`src/hw/rtl/mkt_pkg.sv`:
```
// ----------------------------------------------------------------------------
// mkt_pkg
// Shared types and constants for the markup tag tokenizer.
// ----------------------------------------------------------------------------
package mkt_pkg;

	localparam int MAX_RES = 4;
	localparam int CNT_W   = $clog2(MAX_RES + 1);
	localparam int IDX_W   = $clog2(MAX_RES);

	localparam logic [7:0] CH_NUL   = 8'h00;
	localparam logic [7:0] CH_LT    = 8'h3C;
	localparam logic [7:0] CH_GT    = 8'h3E;
	localparam logic [7:0] CH_EQ    = 8'h3D;
	localparam logic [7:0] CH_SLASH = 8'h2F;
	localparam logic [7:0] CH_SQUOT = 8'h27;
	localparam logic [7:0] CH_DQUOT = 8'h22;
	localparam logic [7:0] CH_SP    = 8'h20;
	localparam logic [7:0] CH_TAB   = 8'h09;
	localparam logic [7:0] CH_LF    = 8'h0A;
	localparam logic [7:0] CH_CR    = 8'h0D;

	typedef enum logic [1:0] {
		MODE_TEXT  = 2'd0,
		MODE_TAG   = 2'd1,
		MODE_QUOTE = 2'd2
	} lex_mode_t;

	typedef struct packed {
		lex_mode_t mode;
		logic      token_open;
		logic      pend_open;
		logic      pend_close;
	} lex_state_t;

	typedef struct packed {
		logic [7:0] ch;
		logic       tend;
	} res_t;

	typedef struct packed {
		res_t [MAX_RES-1:0] res;
		logic [CNT_W-1:0]   cnt;
	} group_t;

endpackage

```
`src/hw/rtl/mkt_lexer.sv`:
```
// ----------------------------------------------------------------------------
// mkt_lexer
// Lexer state register and the per-word decode into a result group.
// ----------------------------------------------------------------------------
module mkt_lexer
	import mkt_pkg::*;
(
	input  logic       clk,
	input  logic       arst_n,
	input  logic       adv,
	input  logic [7:0] ch,
	output group_t     grp
);

	lex_state_t st_q;
	lex_state_t st_d;

	always_ff @(posedge clk or negedge arst_n) begin
		if (!arst_n) begin
			st_q <= '{mode: MODE_TEXT, token_open: 1'b0, pend_open: 1'b0, pend_close: 1'b0};
		end else if (adv) begin
			st_q <= st_d;
		end
	end

	always_comb begin
		logic [CNT_W-1:0] n;
		logic             white;
		logic             quote;
		res_t             r [MAX_RES];
		logic             w [MAX_RES];
		n     = '0;
		white = (ch == CH_SP) || (ch == CH_TAB) || (ch == CH_LF) || (ch == CH_CR);
		quote = (ch == CH_SQUOT) || (ch == CH_DQUOT);
		st_d  = st_q;
		for (int i = 0; i < MAX_RES; i++) begin
			r[i] = '{ch: CH_NUL, tend: 1'b0};
			w[i] = 1'b0;
		end
		// slot 0/1: pending angle, or token close at end of text
		if (ch == CH_NUL) begin
			if (st_q.token_open) begin
				r[0] = '{ch: CH_NUL, tend: 1'b1};
				n    = CNT_W'(1);
			end
			st_d = '{mode: MODE_TEXT, token_open: 1'b0, pend_open: 1'b0, pend_close: 1'b0};
		end else begin
			if (st_q.pend_open || st_q.pend_close) begin
				r[0] = '{ch: (st_q.pend_open ? CH_LT : CH_GT), tend: 1'b0};
				r[1] = '{ch: CH_NUL, tend: 1'b1};
				n    = CNT_W'(2);
				st_d.pend_open  = 1'b0;
				st_d.pend_close = st_q.pend_open ? st_q.pend_close : 1'b0;
			end
			unique case (st_q.mode)
				MODE_TAG: begin
					if (white) begin
						w[0] = st_q.token_open;
						st_d.token_open = 1'b0;
					end else if (quote) begin
						st_d.mode = MODE_QUOTE;
					end else if (ch == CH_GT) begin
						w[0] = st_q.token_open;
						st_d.token_open = 1'b0;
						st_d.mode = MODE_TEXT;
						st_d.pend_close = 1'b1;
					end else if (ch == CH_EQ) begin
						w[0] = st_q.token_open;
						w[1] = 1'b1;
						w[2] = 1'b1;
						st_d.token_open = 1'b0;
					end else if (ch == CH_SLASH && !st_q.token_open) begin
						w[1] = 1'b1;
						w[2] = 1'b1;
					end else begin
						w[1] = 1'b1;
						st_d.token_open = 1'b1;
					end
				end
				MODE_QUOTE: begin
					if (quote) begin
						w[0] = st_q.token_open;
						st_d.token_open = 1'b0;
						st_d.mode = MODE_TAG;
					end else begin
						w[1] = 1'b1;
						st_d.token_open = 1'b1;
					end
				end
				default: begin
					st_d.mode = MODE_TEXT;
					if (ch == CH_LT) begin
						w[0] = st_q.token_open;
						st_d.token_open = 1'b0;
						st_d.mode = MODE_TAG;
						st_d.pend_open = 1'b1;
					end else begin
						w[1] = 1'b1;
						st_d.token_open = 1'b1;
					end
				end
			endcase
			// w[0]: end marker, w[1]: the char, w[2]: end marker after the char
			for (int k = 0; k < 3; k++) begin
				if (w[k] && n < CNT_W'(MAX_RES)) begin
					r[n[IDX_W-1:0]] = (k == 1) ? '{ch: ch, tend: 1'b0}
					                           : '{ch: CH_NUL, tend: 1'b1};
					n = n + CNT_W'(1);
				end
			end
		end
		for (int i = 0; i < MAX_RES; i++) begin
			grp.res[i] = r[i];
		end
		grp.cnt = n;
	end

endmodule

```
`src/hw/rtl/mkt_emit.sv`:
```
// ----------------------------------------------------------------------------
// mkt_emit
// Result group register; hands out one result per output word.
// ----------------------------------------------------------------------------
module mkt_emit
	import mkt_pkg::*;
(
	input  logic       clk,
	input  logic       arst_n,
	input  logic       load,
	input  group_t     grp,
	output logic       free,
	output logic       out_valid,
	input  logic       out_stall,
	output logic [7:0] out_char,
	output logic       token_end,
	output logic       last
);

	res_t             res_s2 [MAX_RES];
	logic [CNT_W-1:0] cnt_s2;
	logic [IDX_W-1:0] idx_q;
	logic             vld_s2;
	logic             fire;
	logic             done;

	assign fire      = vld_s2 && !out_stall;
	assign last      = ({1'b0, idx_q} == (cnt_s2 - CNT_W'(1)));
	assign done      = fire && last;
	assign free      = !vld_s2 || done;
	assign out_valid = vld_s2;
	assign out_char  = res_s2[idx_q].ch;
	assign token_end = res_s2[idx_q].tend;

	always_ff @(posedge clk or negedge arst_n) begin
		if (!arst_n) begin
			vld_s2 <= 1'b0;
			idx_q  <= '0;
		end else if (load) begin
			vld_s2 <= (grp.cnt != '0);
			idx_q  <= '0;
		end else if (done) begin
			vld_s2 <= 1'b0;
		end else if (fire) begin
			idx_q <= idx_q + IDX_W'(1);
		end
	end

	always_ff @(posedge clk) begin
		if (load) begin
			cnt_s2 <= grp.cnt;
			for (int i = 0; i < MAX_RES; i++) begin
				res_s2[i] <= grp.res[i];
			end
		end
	end

endmodule

```
`src/hw/rtl/markup_tag_tokenizer.sv`:
```
// ----------------------------------------------------------------------------
// markup_tag_tokenizer
// Splits a markup byte stream into token characters and token-end markers.
// ----------------------------------------------------------------------------
//  channel | handshake            | payload
//  input   | in_valid / in_stall  | in_char
//  output  | out_valid / out_stall| out_char, token_end, last
//
//  Input word registered in s1, decoded into up to four results held in s2.
//  The s2 result group gives one output word per cycle while out_stall is
//  low; the next input word moves from s1 to s2 once s2 is empty or its last
//  result is taken. From accept, a word passes the s1 and s2 registers in turn.
//  arst_n clears the lexer to text mode with no token open.
//  out_stall backs up into in_stall in the same cycle once s1 is occupied.
module markup_tag_tokenizer
	import mkt_pkg::*;
(
	input  logic       clk,
	input  logic       arst_n,
	input  logic       in_valid,
	output logic       in_stall,
	input  logic [7:0] in_char,
	output logic       out_valid,
	input  logic       out_stall,
	output logic [7:0] out_char,
	output logic       token_end,
	output logic       last
);

	logic [7:0] char_s1;
	logic       vld_s1;
	logic       free;
	logic       adv;
	group_t     grp;

	assign adv      = vld_s1 && free;
	assign in_stall = vld_s1 && !free;

	always_ff @(posedge clk or negedge arst_n) begin
		if (!arst_n) begin
			vld_s1 <= 1'b0;
		end else if (in_valid && !in_stall) begin
			vld_s1 <= 1'b1;
		end else if (adv) begin
			vld_s1 <= 1'b0;
		end
	end

	always_ff @(posedge clk) begin
		if (in_valid && !in_stall) begin
			char_s1 <= in_char;
		end
	end

	mkt_lexer u_lexer (
		.clk    (clk),
		.arst_n (arst_n),
		.adv    (adv),
		.ch     (char_s1),
		.grp    (grp)
	);

	mkt_emit u_emit (
		.clk       (clk),
		.arst_n    (arst_n),
		.load      (adv),
		.grp       (grp),
		.free      (free),
		.out_valid (out_valid),
		.out_stall (out_stall),
		.out_char  (out_char),
		.token_end (token_end),
		.last      (last)
	);

endmodule

```
`config.mk`:
```
export PLATFORM = sky130hd
export DESIGN_NAME = markup_tag_tokenizer
export DESIGN_NICKNAME = d
export VERILOG_FILES = /design/src/hw/rtl/mkt_pkg.sv /design/src/hw/rtl/mkt_lexer.sv /design/src/hw/rtl/mkt_emit.sv /design/src/hw/rtl/markup_tag_tokenizer.sv
export SDC_FILE = /design/constraint.sdc
export NUM_CORES = 1
export LEC_CHECK = 0
export BUFFER_PORTS_ARGS = -buffer_cell sky130_fd_sc_hd__buf_2
export CAP_MARGIN = 10
export CELL_PAD_IN_SITES_DETAIL_PLACEMENT = 0
export CELL_PAD_IN_SITES_GLOBAL_PLACEMENT = 1
export CORE_MARGIN = 4
export CORE_UTILIZATION = 49
export DETAILED_ROUTE_END_ITERATION = 10
export PLACE_DENSITY_LB_ADDON = 0.08
export SKIP_CTS_REPAIR_TIMING = 1
export SYNTH_ARGS = -nofsm -noshare
export SYNTH_HDL_FRONTEND = slang
export SYNTH_SLANG_ARGS = --single-unit
```
`constraint.sdc`:
```
create_clock -name clk -period 4.3 [get_ports clk]
set_input_delay 0.215 -clock clk [delete_from_list [all_inputs] [get_ports clk]]
set_output_delay 0.215 -clock clk [all_outputs]
set_load 0.01 [all_outputs]
```
* Word-level counts from Yosys, hierarchy flattened
Memories as Yosys holds them, arrays and structs flattened.
Index checks and enable logic that the tools add are counted.
** Cells by class
- Add/sub/neg operators :: 5
- $lt $le $gt $ge :: 9
- Equal/unequal tests :: 19
- Muxes and demuxes :: 72
- Bitwise operators :: 9
- Reduce and logical (&&, ||, !) cells :: 32
** Operator list (number)
- 36-bit 2-to-1 mux :: 5
- 32-bit AND :: 2
- 32-bit NOT :: 2
- 8-bit by 6-bit equality test with 1-bit output (second input constant) :: 7
- 9-bit demux with 2-bit select :: 3
- 36-bit bitwise mux :: 1
- 18-bit 2-to-1 mux :: 2
- 9-bit 2-to-1 mux :: 4
- 1-bit 2-to-1 mux :: 32
- 27-bit 2-to-1 mux :: 1
- 2-bit 2-to-1 mux :: 13
- 8-bit by 4-bit equality test with 1-bit output (second input constant) :: 3
- 3-bit 2-to-1 mux :: 8
- 1-bit logical AND :: 12
- 3-bit by 1-bit adder with 3-bit output (second input constant) :: 3
- 3-bit greater-or-equal comparator (second input constant) :: 3
- 3-bit by 1-bit less-than comparator with 1-bit output (second input constant) :: 3
- 3-bit less-than comparator (second input constant) :: 3
- 2-bit NOT with 3-bit output :: 3
- 8-bit logical NOT :: 1
- 4-bit OR :: 2
- 1-bit logical OR :: 6
- 6-bit by 2-bit inequality test with 1-bit output (second input constant) :: 1
- 3-bit case mux with 2 select lines :: 1
- other kinds (19) :: 25
** Storage, ports and cells
- Register bits :: 20
- Memory bits (writable) :: 36
- Bits of input ports :: 12
- Output and inout bits :: 12
- Logic and storage cells :: 156
- Memories :: 1
** Memories
- u_emit.res_s2 :: words 4, width 9, rd ports 1, clocked after memory_dff 0, wr ports 4, RTL line mkt_emit.sv:20 : res_t res_s2 [MAX_RES];

* Logic depth before layout (Yosys ltp)
Gate-level depths: netlist (run 1).
- Depth after elaboration :: 25
- Mapped depth :: 16

* Hierarchy
A second synthesis (run 1) with hierarchy kept.
** Second synthesis, totals
- Cell total of the unflattened synthesis :: 246
- Area, all modules :: 3150.5 um2
** By module, submodules not included
- mkt_emit :: instances 1, cells each 79, area an instance 1659.1 um2, sequential area each 1246.2 um2
- mkt_lexer :: instances 1, cells each 153, area an instance 1187.4 um2, sequential area each 125.1 um2
- markup_tag_tokenizer :: instances 1, cells each 14, area an instance 304.0 um2, sequential area each 265.3 um2

* Least setup slack after synthesis (run 1)
No wires, ideal clock.
- Path kind :: reg2reg
- Start :: register u_lexer.st_q[3] in the netlist's numbering
- End :: register u_emit.vld_s2, in the netlist u_emit.out_valid
- Data arrival time :: 3.166 ns
- Data required time :: 4.174 ns
- Path slack :: 1.008 ns
- Cell stages (with the launch flop) :: 17
- Buffers on the path :: 0
- Clock period less this slack :: 3.292 ns
- Cells stage by stage :: dfrtp_1 -> inv_1 -> ha_1 -> and4bb_2 -> o311ai_1 -> o21ai_2 -> o21ai_2 -> inv_1 -> ha_1 -> mux2i_1 -> inv_1 -> ha_1 -> inv_1 -> nor2_1 -> a21oi_2 -> o211ai_1 -> a311o_1
** On the way
- Word-level cells in the longest chain between the ends :: 16
- Elaborated cells on any way between the ends :: 21
- Those cells by class :: 2 x add/sub; 2 x order compare; 2 x eq/ne; 11 x mux; 4 x reduce/logical
** RTL lines
- from (decl) :: RTL line mkt_lexer.sv:15 : lex_state_t st_q;
- from (signal assigned) :: RTL line mkt_lexer.sv:20 : st_q <= '{mode: MODE_TEXT, token_open: 1'b0, pend_open: 1'b0, pend_close: 1'b0};
- from (signal assigned) :: RTL line mkt_lexer.sv:22 : st_q <= st_d;
- 2-bit equality test / 2-bit by 1-bit equality test with 1-bit output (equally long branches) :: RTL line mkt_lexer.sv:55 : unique case (st_q.mode)
- 2-bit case mux with 2 select lines :: RTL line mkt_lexer.sv:55
- 2-bit 2-to-1 mux :: RTL line mkt_lexer.sv:41 : if (ch == CH_NUL) begin
- 1-bit logical AND :: RTL line mkt_lexer.sv:105 : if (w[k] && n < CNT_W'(MAX_RES)) begin
- 3-bit 2-to-1 mux :: RTL line mkt_lexer.sv:105
- 3-bit 2-to-1 mux :: RTL line mkt_lexer.sv:41
- 3-bit less-than comparator :: RTL line mkt_lexer.sv:105
- 1-bit logical AND :: RTL line mkt_lexer.sv:105
- 3-bit 2-to-1 mux :: RTL line mkt_lexer.sv:105
- 3-bit 2-to-1 mux :: RTL line mkt_lexer.sv:41
- 3-bit less-than comparator :: RTL line mkt_lexer.sv:105
- 1-bit logical AND :: RTL line mkt_lexer.sv:105
- 3-bit 2-to-1 mux * :: RTL line mkt_lexer.sv:105
- 3-bit 2-to-1 mux * :: RTL line mkt_lexer.sv:41
- 3-bit nonzero test * :: RTL line mkt_emit.sv:40 : vld_s2 <= (grp.cnt != '0);
- 1-bit 2-to-1 mux * :: RTL line mkt_emit.sv:39 : end else if (load) begin
- to (signal assigned) :: RTL line mkt_emit.sv:40
- to (decl) :: RTL line mkt_emit.sv:23 : logic vld_s2;
Mark *: on every way between the ends. The rest lies on a longest branch, timed or not. The select of a mux whose other input is x is not followed.
A chain may end at the register's enable or synchronous reset.

* Worst setup path in the final report (run 1)
Same ends and word-level chain as after synthesis.

==> results.md, run 1 <==
Critical path:
- The worst setup path is captured at a flop.
- The largest single stage delay on the critical path is 390 ps.
- The type of the worst setup path is reg -> reg.
- Grouping stages by cell kind, the critical path spends the most delay in compound AO/OA/AOI/OAI gates.
- The most frequent cell on the critical path is inv_1.
- For the worst setup path, the data required time is 4500 ps.
- The critical path data arrival time is 3910 ps.
- The depth of the worst register-to-register path is 16.
- Walking the worst path, the cells encountered are inv_1 > ha_1 > and4bb_2 > o311ai_1 > o21ai_2 > o21ai_2 > inv_1 > ha_1 > mux2i_1 > inv_1 > ha_1 > inv_1 > nor2_1 > a21oi_2 > o211ai_1 > a311o_1.
- The capturing point of the worst reg2reg path is u_emit.out_valid.
- Across all register-to-register paths, the minimum setup slack is 590 ps.
- The master of the slowest instance on the critical path is a311o_1.
- The kind of launch point of the worst setup path is a flop.
- The critical register-to-register path startpoint is u_lexer.st_q[3].
- The number of buffers and inverters on the critical path is 4.
- The critical-path maximum fanout is 7.

Floorplanning:
- The height of the die is 87.4 um.
- The standard-cell row count is 28.
- 24 I/O pins were placed.
- The floorplan step defined a die boundary enclosing 7640 um^2.
- The placeable core region is 6030 um^2.
- The floorplan die width is 87.4 um.
- The initial utilization of the core area, before any placement, comes to 51.3%.

STA:
- The max-slew violation count is 0.
- Setup repair after global routing left no endpoint under its margin.
- After layout, the worst path uses 86.3% of the clock period.
- The worst hold slack is 75.6 ps.
- The measured slew at the worst slew-check pin is 809 ps.
- Across all setup checks in the final design, the least slack found is 589 ps.
- After routing, the total negative slack on setup checks comes to 0 ps.
- The clock skew after layout is 9.02 ps.
- The number of hold violations in the final report was 0.
- The worst pin sits at a relative slew slack of 46.0%.
- The highest achievable clock rate is 0.269 GHz.
- The clock period minus final worst setup slack is 3710 ps.
- The number of failing setup endpoints in the final timing report is 0.

Synthesis:
- The synthesized netlist devotes 9.79% of its cell area to compound gates.
- Multiplexer cells account for 6.88% of the synthesized area.
- The adder-cell share of the synthesized area is 5.26%.
- After Yosys synthesis, and, or, nand and nor cells account for 19.6% of the synthesized area.
- Synthesis handed over a netlist of 252 instances.
- The synthesis warning total is 0.
- Of all flip-flops after synthesis, the portion carrying an async set or reset was 16.1%.
- A synthesized cell averages 12.3 um^2.
- The synthesized design contains 47 enable-type register cells.
- The top cell type by area accounts for 45.6% of the synthesized area.
- Synthesis instantiated 55 different standard cells from the library.
- After Yosys synthesis, XOR and XNOR cells account for 1.70% of the synthesized area.
- The synthesized flop and latch total is 56.
- Ranked by total cell area, the synthesized netlist is headed by edfxtp_1 46%, dfrtp_1 7.3%, mux4_2 6.6%, ha_1 5.3%, and3_1 3.4%.
- The biggest area contributor in the post-synthesis netlist is edfxtp_1.
- The dominant synthesized flop cell is edfxtp_1.
- In this run the cell area of the synthesized design comes to 3090 um^2.
- Synthesis produced a netlist with a net count of 277.
- After synthesis, the largest family of logic cells by area is simple AND/OR/NAND/NOR gates.
- The sequential fraction of the synthesis area is 52.9%.

Final layout:
- The repair_antennas step left the layout with diodes totalling 0.
- The most common cell after layout, fill and taps aside is edfxtp_1.
- The top cell types in the final layout, fill and taps aside, are 47 x edfxtp_1, 23 x buf_2, 17 x nand2_1, 17 x and3_1, 16 x inv_1.
- The final net count is 298.
- The post-route netlist has 22.3% of its cells at a drive strength greater than 1.
- Once layout is complete, the utilization of the core stands at 56.6%.
- The final non-filler cell total is 348.
- The finished layout cell area is 3410 um^2.
- Compared with the post-synthesis result, the final layout area differs by 10.2%.

Placement:
- The wire-length estimate of the detail-placed layout is 4370 um.
- Summing all placed instances gives a cell area of 3270 um^2.
- The number of input and output port buffers inserted is 23.
- Before CTS, the worst setup slack after placement is 594 ps.
- The final weighted congestion in routability-driven placement is 0.835.
- The number of placed instances with taps included is 340.

Clock network:
- Clock-pin slew was measured on the worst setup and hold paths at 100 ps.
- The longest clock path from root to sink contains 2 buffers.
- The CTS tree is done.
- The clock reaches the later pin of the worst-skew pair after 310 ps.
- CTS placed an instance of clkbuf_8 at the clock tree root.
- The number of H-tree levels is 2.
- The number of clock buffers inserted by TritonCTS is 5.
- The clock net in this run drives a total of 56 sinks.

Outcome:
- The run finished with clean final reports.

Pwr:
- The power per standard cell area is 484 nW/um^2.
- The maximum resistive drop on vdd is 0.000225 V.
- The standby leakage power is 1.35 nW.
- The overall power after layout is 1.65 mW.

Drt:
- The remaining antenna violation count is 0.
- For this run, design rule violations remaining after detail routing come to 0.
- The number of search-and-repair iterations in the first detailed-routing pass is 4.
- The iteration-0 DRC count of the detailed router is 99.
- The final layout contains routed wiring with a total length of 5910 um.
- The average via count per standard cell is 5.64.
- In the final routed layout, each cell accounts on average for 17.0 um.
- The routed layout has 1962 vias.

GRT:
- The first global-routing pass estimated 10100 um of wire.
- The via count of the first global-routing pass is 2016.
- The global routing usage summed across all routing layers is 17.5%.
- The initial antenna violation count is 0.
- The leftover overflow at the end of global routing is 0.
- The largest net degree at the start of global routing is 23.

Hold path:
- The min-delay analysis places its worst path in the category in -> reg.
- Along the worst hold path, the cell count comes to 1.
- The worst hold path terminates at char_s1[6].
- The start point of the worst hold path is in_char[6].

Flow run:
- Across the run, the number of max-cap violations was 0.
-- state kept, by name, summed over array words and instances, names as in the netlist --
| register | cells |
|---|---|
| u_emit.res_s2 | 36 |
| char_s1 | 8 |
| u_lexer.st_q | 5 |
| u_emit.cnt_s2 | 3 |
| u_emit.idx_q | 2 |
| u_emit.out_valid | 1 |
| vld_s1 | 1 |
-- cell families (layout without fill, tap and decap cells) --
| group | count (synthesis) | count (layout) |
|---|---|---|
| mux | 10 | 10 |
| buf+inv | 28 | 49 |
| xor+xnor | 6 | 6 |
| flops | 56 | 56 |
| compound gates | 43 | 43 |
| fa+ha+maj | 13 | 13 |
| simple gates | 96 | 96 |
-- cell type report --
class	count	area, um^2
Fill cell	520	2620
Clock inverter	2	60.1
Tap cell	75	93.8
Multi-Input combinational cell	168	1340
Timing Repair Buffer	26	153
Clock buffer	5	68.8
Sequential cell	56	1640
Inverter	16	60.1
-- metal layers --
layer,track usage (%),part of all wire [%],vias up
met2,29.7,50,27
li1,-,-,975
met1,22.8,46,953
met4,4.60,1.1,0
met5,0,0,-
met3,3.41,2.7,7
-- Yosys cell counts (all sizes together) (4+ instances only) --
library cell	n
mux4	9
o21ai	12
nor2	11
edfxtp	47
inv	16
o211ai	4
and3	19
nand2	17
ha	13
nand3	5
and2	13
xor2	4
a21oi	8
clkbuf	8
nor3	5
buf	4
o21a	7
dfrtp	9
-- how the worst max path moves through the flow --
stage	start	endpoint	slack (ps)	depth (start not counted)
6_report	u_lexer.st_q[3]	u_emit.out_valid	590	16
5_1_grt	u_lexer.st_q[3]	u_emit.out_valid	260	16
4_1_cts	u_lexer.st_q[4]	u_emit.out_valid	580	15
3_5_place_dp	u_lexer.st_q[3]	u_emit.out_valid	590	16
3_3_place_gp	u_lexer.st_q[3]	u_emit.out_valid	640	16
2_1_floorplan	u_lexer.st_q[3]	u_emit.out_valid	1010	16
-- power by group --
| group | leakage, nW | switching, mW | internal (mW) |
|---|---|---|---|
| Sequential | 0.543 | 0.0773 | 0.698 |
| Combinational | 0.738 | 0.250 | 0.233 |
| Clock | 0.0642 | 0.164 | 0.229 |
| Total | 1.35 | 0.491 | 1.16 |
(Power assumes the default switching activity.)
==> run 2, diff against run 1 <==
- CORE_UTILIZATION: 49 -> 51
- CTS_BUF_LIST: not set -> sky130_fd_sc_hd__clkbuf_8
==> run 2 against run 1 <==
  * Clock power fell by 2%
  * Via count rose by 0.56%
  * Combinational power fell by 2%
  * Global-route usage rose by 0.53 points
  * Worst setup slack got worse by 76 ps
  * First-iteration DRC count rose by 12%
  * Utilization rose by 1.1 points
  * Final cell count did not move
  * Sequential power rose by 0.5%
  * Register-to-register slack got worse by 80 ps
==> results.md, run 2 (synthesis gave the netlist of run 1 again) <==
Outcome:
- Status: finished clean (unchanged).

Drt:
- The iteration-0 DRC count of the detailed router was 111 (was 99).
- The remaining antenna violation count is 0 (unchanged).
- The post-detailed-route DRC marker count is 0 (unchanged).
- The overall via count from detail_route is 1973 (was 1962).
- The wire length reported by the detailed router is 5920 um (was 5910 um).
- The number of search-and-repair iterations in the first detailed-routing pass is 4 (unchanged).
- The average wire per standard cell is 17.0 um (about the same).
- The average via count per standard cell was 5.67 (was 5.64).

Pwr:
- The standby leakage power is 1.34 nW (was 1.35 nW).
- The power per standard cell area is 483 nW/um^2 (was 484 nW/um^2).
- The overall power after layout was 1.64 mW (was 1.65 mW).
- The maximum resistive drop on vdd came to 0.000200 V (was 0.000225 V).

Critical path:
- The depth of the worst register-to-register path is 16 (unchanged).
- The critical path required time is 4490 ps (was 4500 ps).
- The register-to-register path setup slack came to 510 ps (was 590 ps).
- The number of buffers and inverters on the critical path is 4 (unchanged).
- Critical Path, Cell by Cell: inv_1 > ha_1 > and4bb_2 > o311ai_1 > o21ai_2 > o21ai_2 > inv_1 > ha_1 > mux2i_1 > inv_1 > ha_1 > inv_1 > nor2_1 > a21oi_2 > o211ai_1 > a311o_1 (unchanged).
- The critical path capture point type is a flop (unchanged).
- The capturing point of the worst reg2reg path is u_emit.out_valid (unchanged).
- The type of the worst setup path is reg -> reg (unchanged).
- The critical register-to-register path startpoint is u_lexer.st_q[3] (unchanged).
- The kind of launch point of the worst setup path is a flop (unchanged).
- The longest individual stage delay on the worst path came to 380 ps (was 390 ps).
- The master of the slowest instance on the critical path was dfrtp_1 (was a311o_1).
- The largest delay contributor family on the critical path was compound AO/OA/AOI/OAI gates (unchanged).
- The critical path data arrival time is 3980 ps (was 3910 ps).
- The critical-path maximum fanout came to 7 (unchanged).
- The most frequent cell on the critical path is inv_1 (unchanged).

Floorplanning:
- The area of the die was 7370 um^2 (was 7640 um^2).
- The number of primary I/O pins is 24 (unchanged).
- The standard-cell row count was 28 (unchanged).
- The floorplan die width is 85.9 um (was 87.4 um).
- The effective utilization at floorplan is 52.5% (was 51.3%).
- The height of the die is 85.9 um (was 87.4 um).
- The placeable core region is 5890 um^2 (was 6030 um^2).

Clock network:
- The clock tree buffer depth came to 2 (unchanged).
- The number of clock buffers inserted by TritonCTS is 5 (unchanged).
- The clock net sink count is 56 (unchanged).
- The clock insertion delay at the later pin of the skew report is 300 ps (was 310 ps).
- The CTS tree is done (unchanged).
- The root cell of the clock tree was clkbuf_8 (unchanged).
- The number of H-tree levels came to 2 (unchanged).
- The clock input transition at the sequential cells of the worst setup and hold paths came to 90 ps (was 100 ps).

Final layout:
- The final non-filler cell total came to 348 (unchanged).
- The register bank with the most flops is u_emit.res_s2 (unchanged).
- The storage element area is 1640 um^2 (unchanged).
- The area growth from synthesis to layout is 9.83% (was 10.2%).
- The combined area of the multi-input logic cells is 1340 um^2 (unchanged).
- The layout filler cell count is 496 (was 520).
- Largest registers ranked by flip-flop count: u_emit.res_s2 x36, char_s1 x8, u_lexer.st_q x5 (unchanged).
- The post-layout utilization of the core is 57.7% (was 56.6%).
- The number of antenna cells inserted is 0 (unchanged).
- The share of layout cells above drive strength 1 is 22.3% (unchanged).
- The finished layout cell area is 3400 um^2 (was 3410 um^2).
- Most frequent cells in the layout: 47 x edfxtp_1, 23 x buf_2, 17 x nand2_1, 17 x and3_1, 16 x inv_1 (unchanged).
- The final net count is 298 (unchanged).
- The number of flip-flops in the largest register is 36 (unchanged).
- The most common cell after layout, fill and taps aside is edfxtp_1 (unchanged).

GRT:
- The initial antenna violation count is 0 (unchanged).
- The global-route wire length before repair is 10300 um (was 10100 um).
- The via count of the first global-routing pass is 2106 (was 2016).
- The leftover overflow at the end of global routing is 0 (unchanged).
- The global routing usage summed across all routing layers was 18.0% (was 17.5%).
- The largest net degree at the start of global routing was 28 (was 23).

STA:
- The slack of the critical path came to 512 ps (was 589 ps).
- The highest achievable clock rate is 0.264 GHz (was 0.269 GHz).
- The summed negative setup slack over all endpoints is 0 ps (unchanged).
- Setup repair after global routing missed its margin: no (unchanged).
- The measured slew at the worst slew-check pin is 608 ps (was 809 ps).
- The number of failing setup endpoints in the final timing report was 0 (unchanged).
- The clock period minus final worst setup slack was 3790 ps (was 3710 ps).
- The worst hold slack is 84.7 ps (was 75.6 ps).
- The worst max-slew margin expressed relative to the limit was 59.4% (was 46.0%).
- The number of hold violations in the final report is 0 (unchanged).
- The share of the cycle needed by the critical path after routing is 88.1% (was 86.3%).
- The max-slew violation count was 0 (unchanged).
- The clock skew after layout was 7.77 ps (was 9.02 ps).

Hold path:
- The class of the tightest hold or removal check is in -> reg (unchanged).
- The worst hold endpoint is char_s1[7] (was char_s1[6]).
- The hold path depth is 1 (unchanged).
- The start point of the worst hold path is in_char[7] (was in_char[6]).

Placement:
- The number of input and output port buffers inserted is 23 (unchanged).
- The number of placed instances with taps included was 340 (unchanged).
- The minimum setup slack after placement is 607 ps (was 594 ps).
- The post-detailed-placement half-perimeter wirelength is 4380 um (was 4370 um).
- The final weighted congestion in routability-driven placement was 0.813 (was 0.835).
- The placed instance area came to 3260 um^2 (was 3270 um^2).

Flow run:
- The max capacitance violation total was 0 (unchanged).
run 2: changes by cell type in the layout (fill, tap and decap cells not counted):
cell / previous run / this run
buf_4: 1 / 2
buf_12: 1 / 0
run 2: routing by layer:
metal | vias up | GRT usage, % | wire length, um
met5 | - | 0 | 0
met3 | 16 | 3.07 | 190
met2 | 44 | 30.5 | 2920
met1 | 932 | 22.7 | 2650
li1 | 981 | - | -
met4 | 0 | 7.77 | 170
run 2: worst reg2reg max path: cells and delay by family (launching register included):
kind,cells,cell delay [ps]
DFF,1,380
AOI/OAI and AO/OA,6,1360
buffers and inverters,4,410
muxes,1,350
adders and majority gates,3,880
and+or+nand+nor,2,310
run 2: report_power, final:
group	switching (mW)	internal, mW	total, mW
Clock	0.157	0.229	0.386
Sequential	0.0815	0.698	0.780
Combinational	0.245	0.227	0.473
Total	0.484	1.15	1.64
run 2: how the worst max path moves through the flow:
stage | to | slack (ps) | cells after the start | start
floorplan | u_emit.out_valid | 1010 | 16 | u_lexer.st_q[3]
global placement | u_emit.out_valid | 640 | 16 | u_lexer.st_q[3]
detailed placement | u_emit.out_valid | 610 | 16 | u_lexer.st_q[3]
CTS | u_emit.out_valid | 530 | 16 | u_lexer.st_q[3]
global route | u_emit.out_valid | 140 | 16 | u_lexer.st_q[3]
finish | u_emit.out_valid | 510 | 16 | u_lexer.st_q[3]
run 2: cell type report:
type | instances | area share [%]
Clock inverter | 2 | 1.77
Timing Repair Buffer | 26 | 4.13
Multi-Input combinational cell | 168 | 39.4
Inverter | 16 | 1.77
Clock buffer | 5 | 2.03
Tap cell | 75 | 2.76
Sequential cell | 56 | 48.2
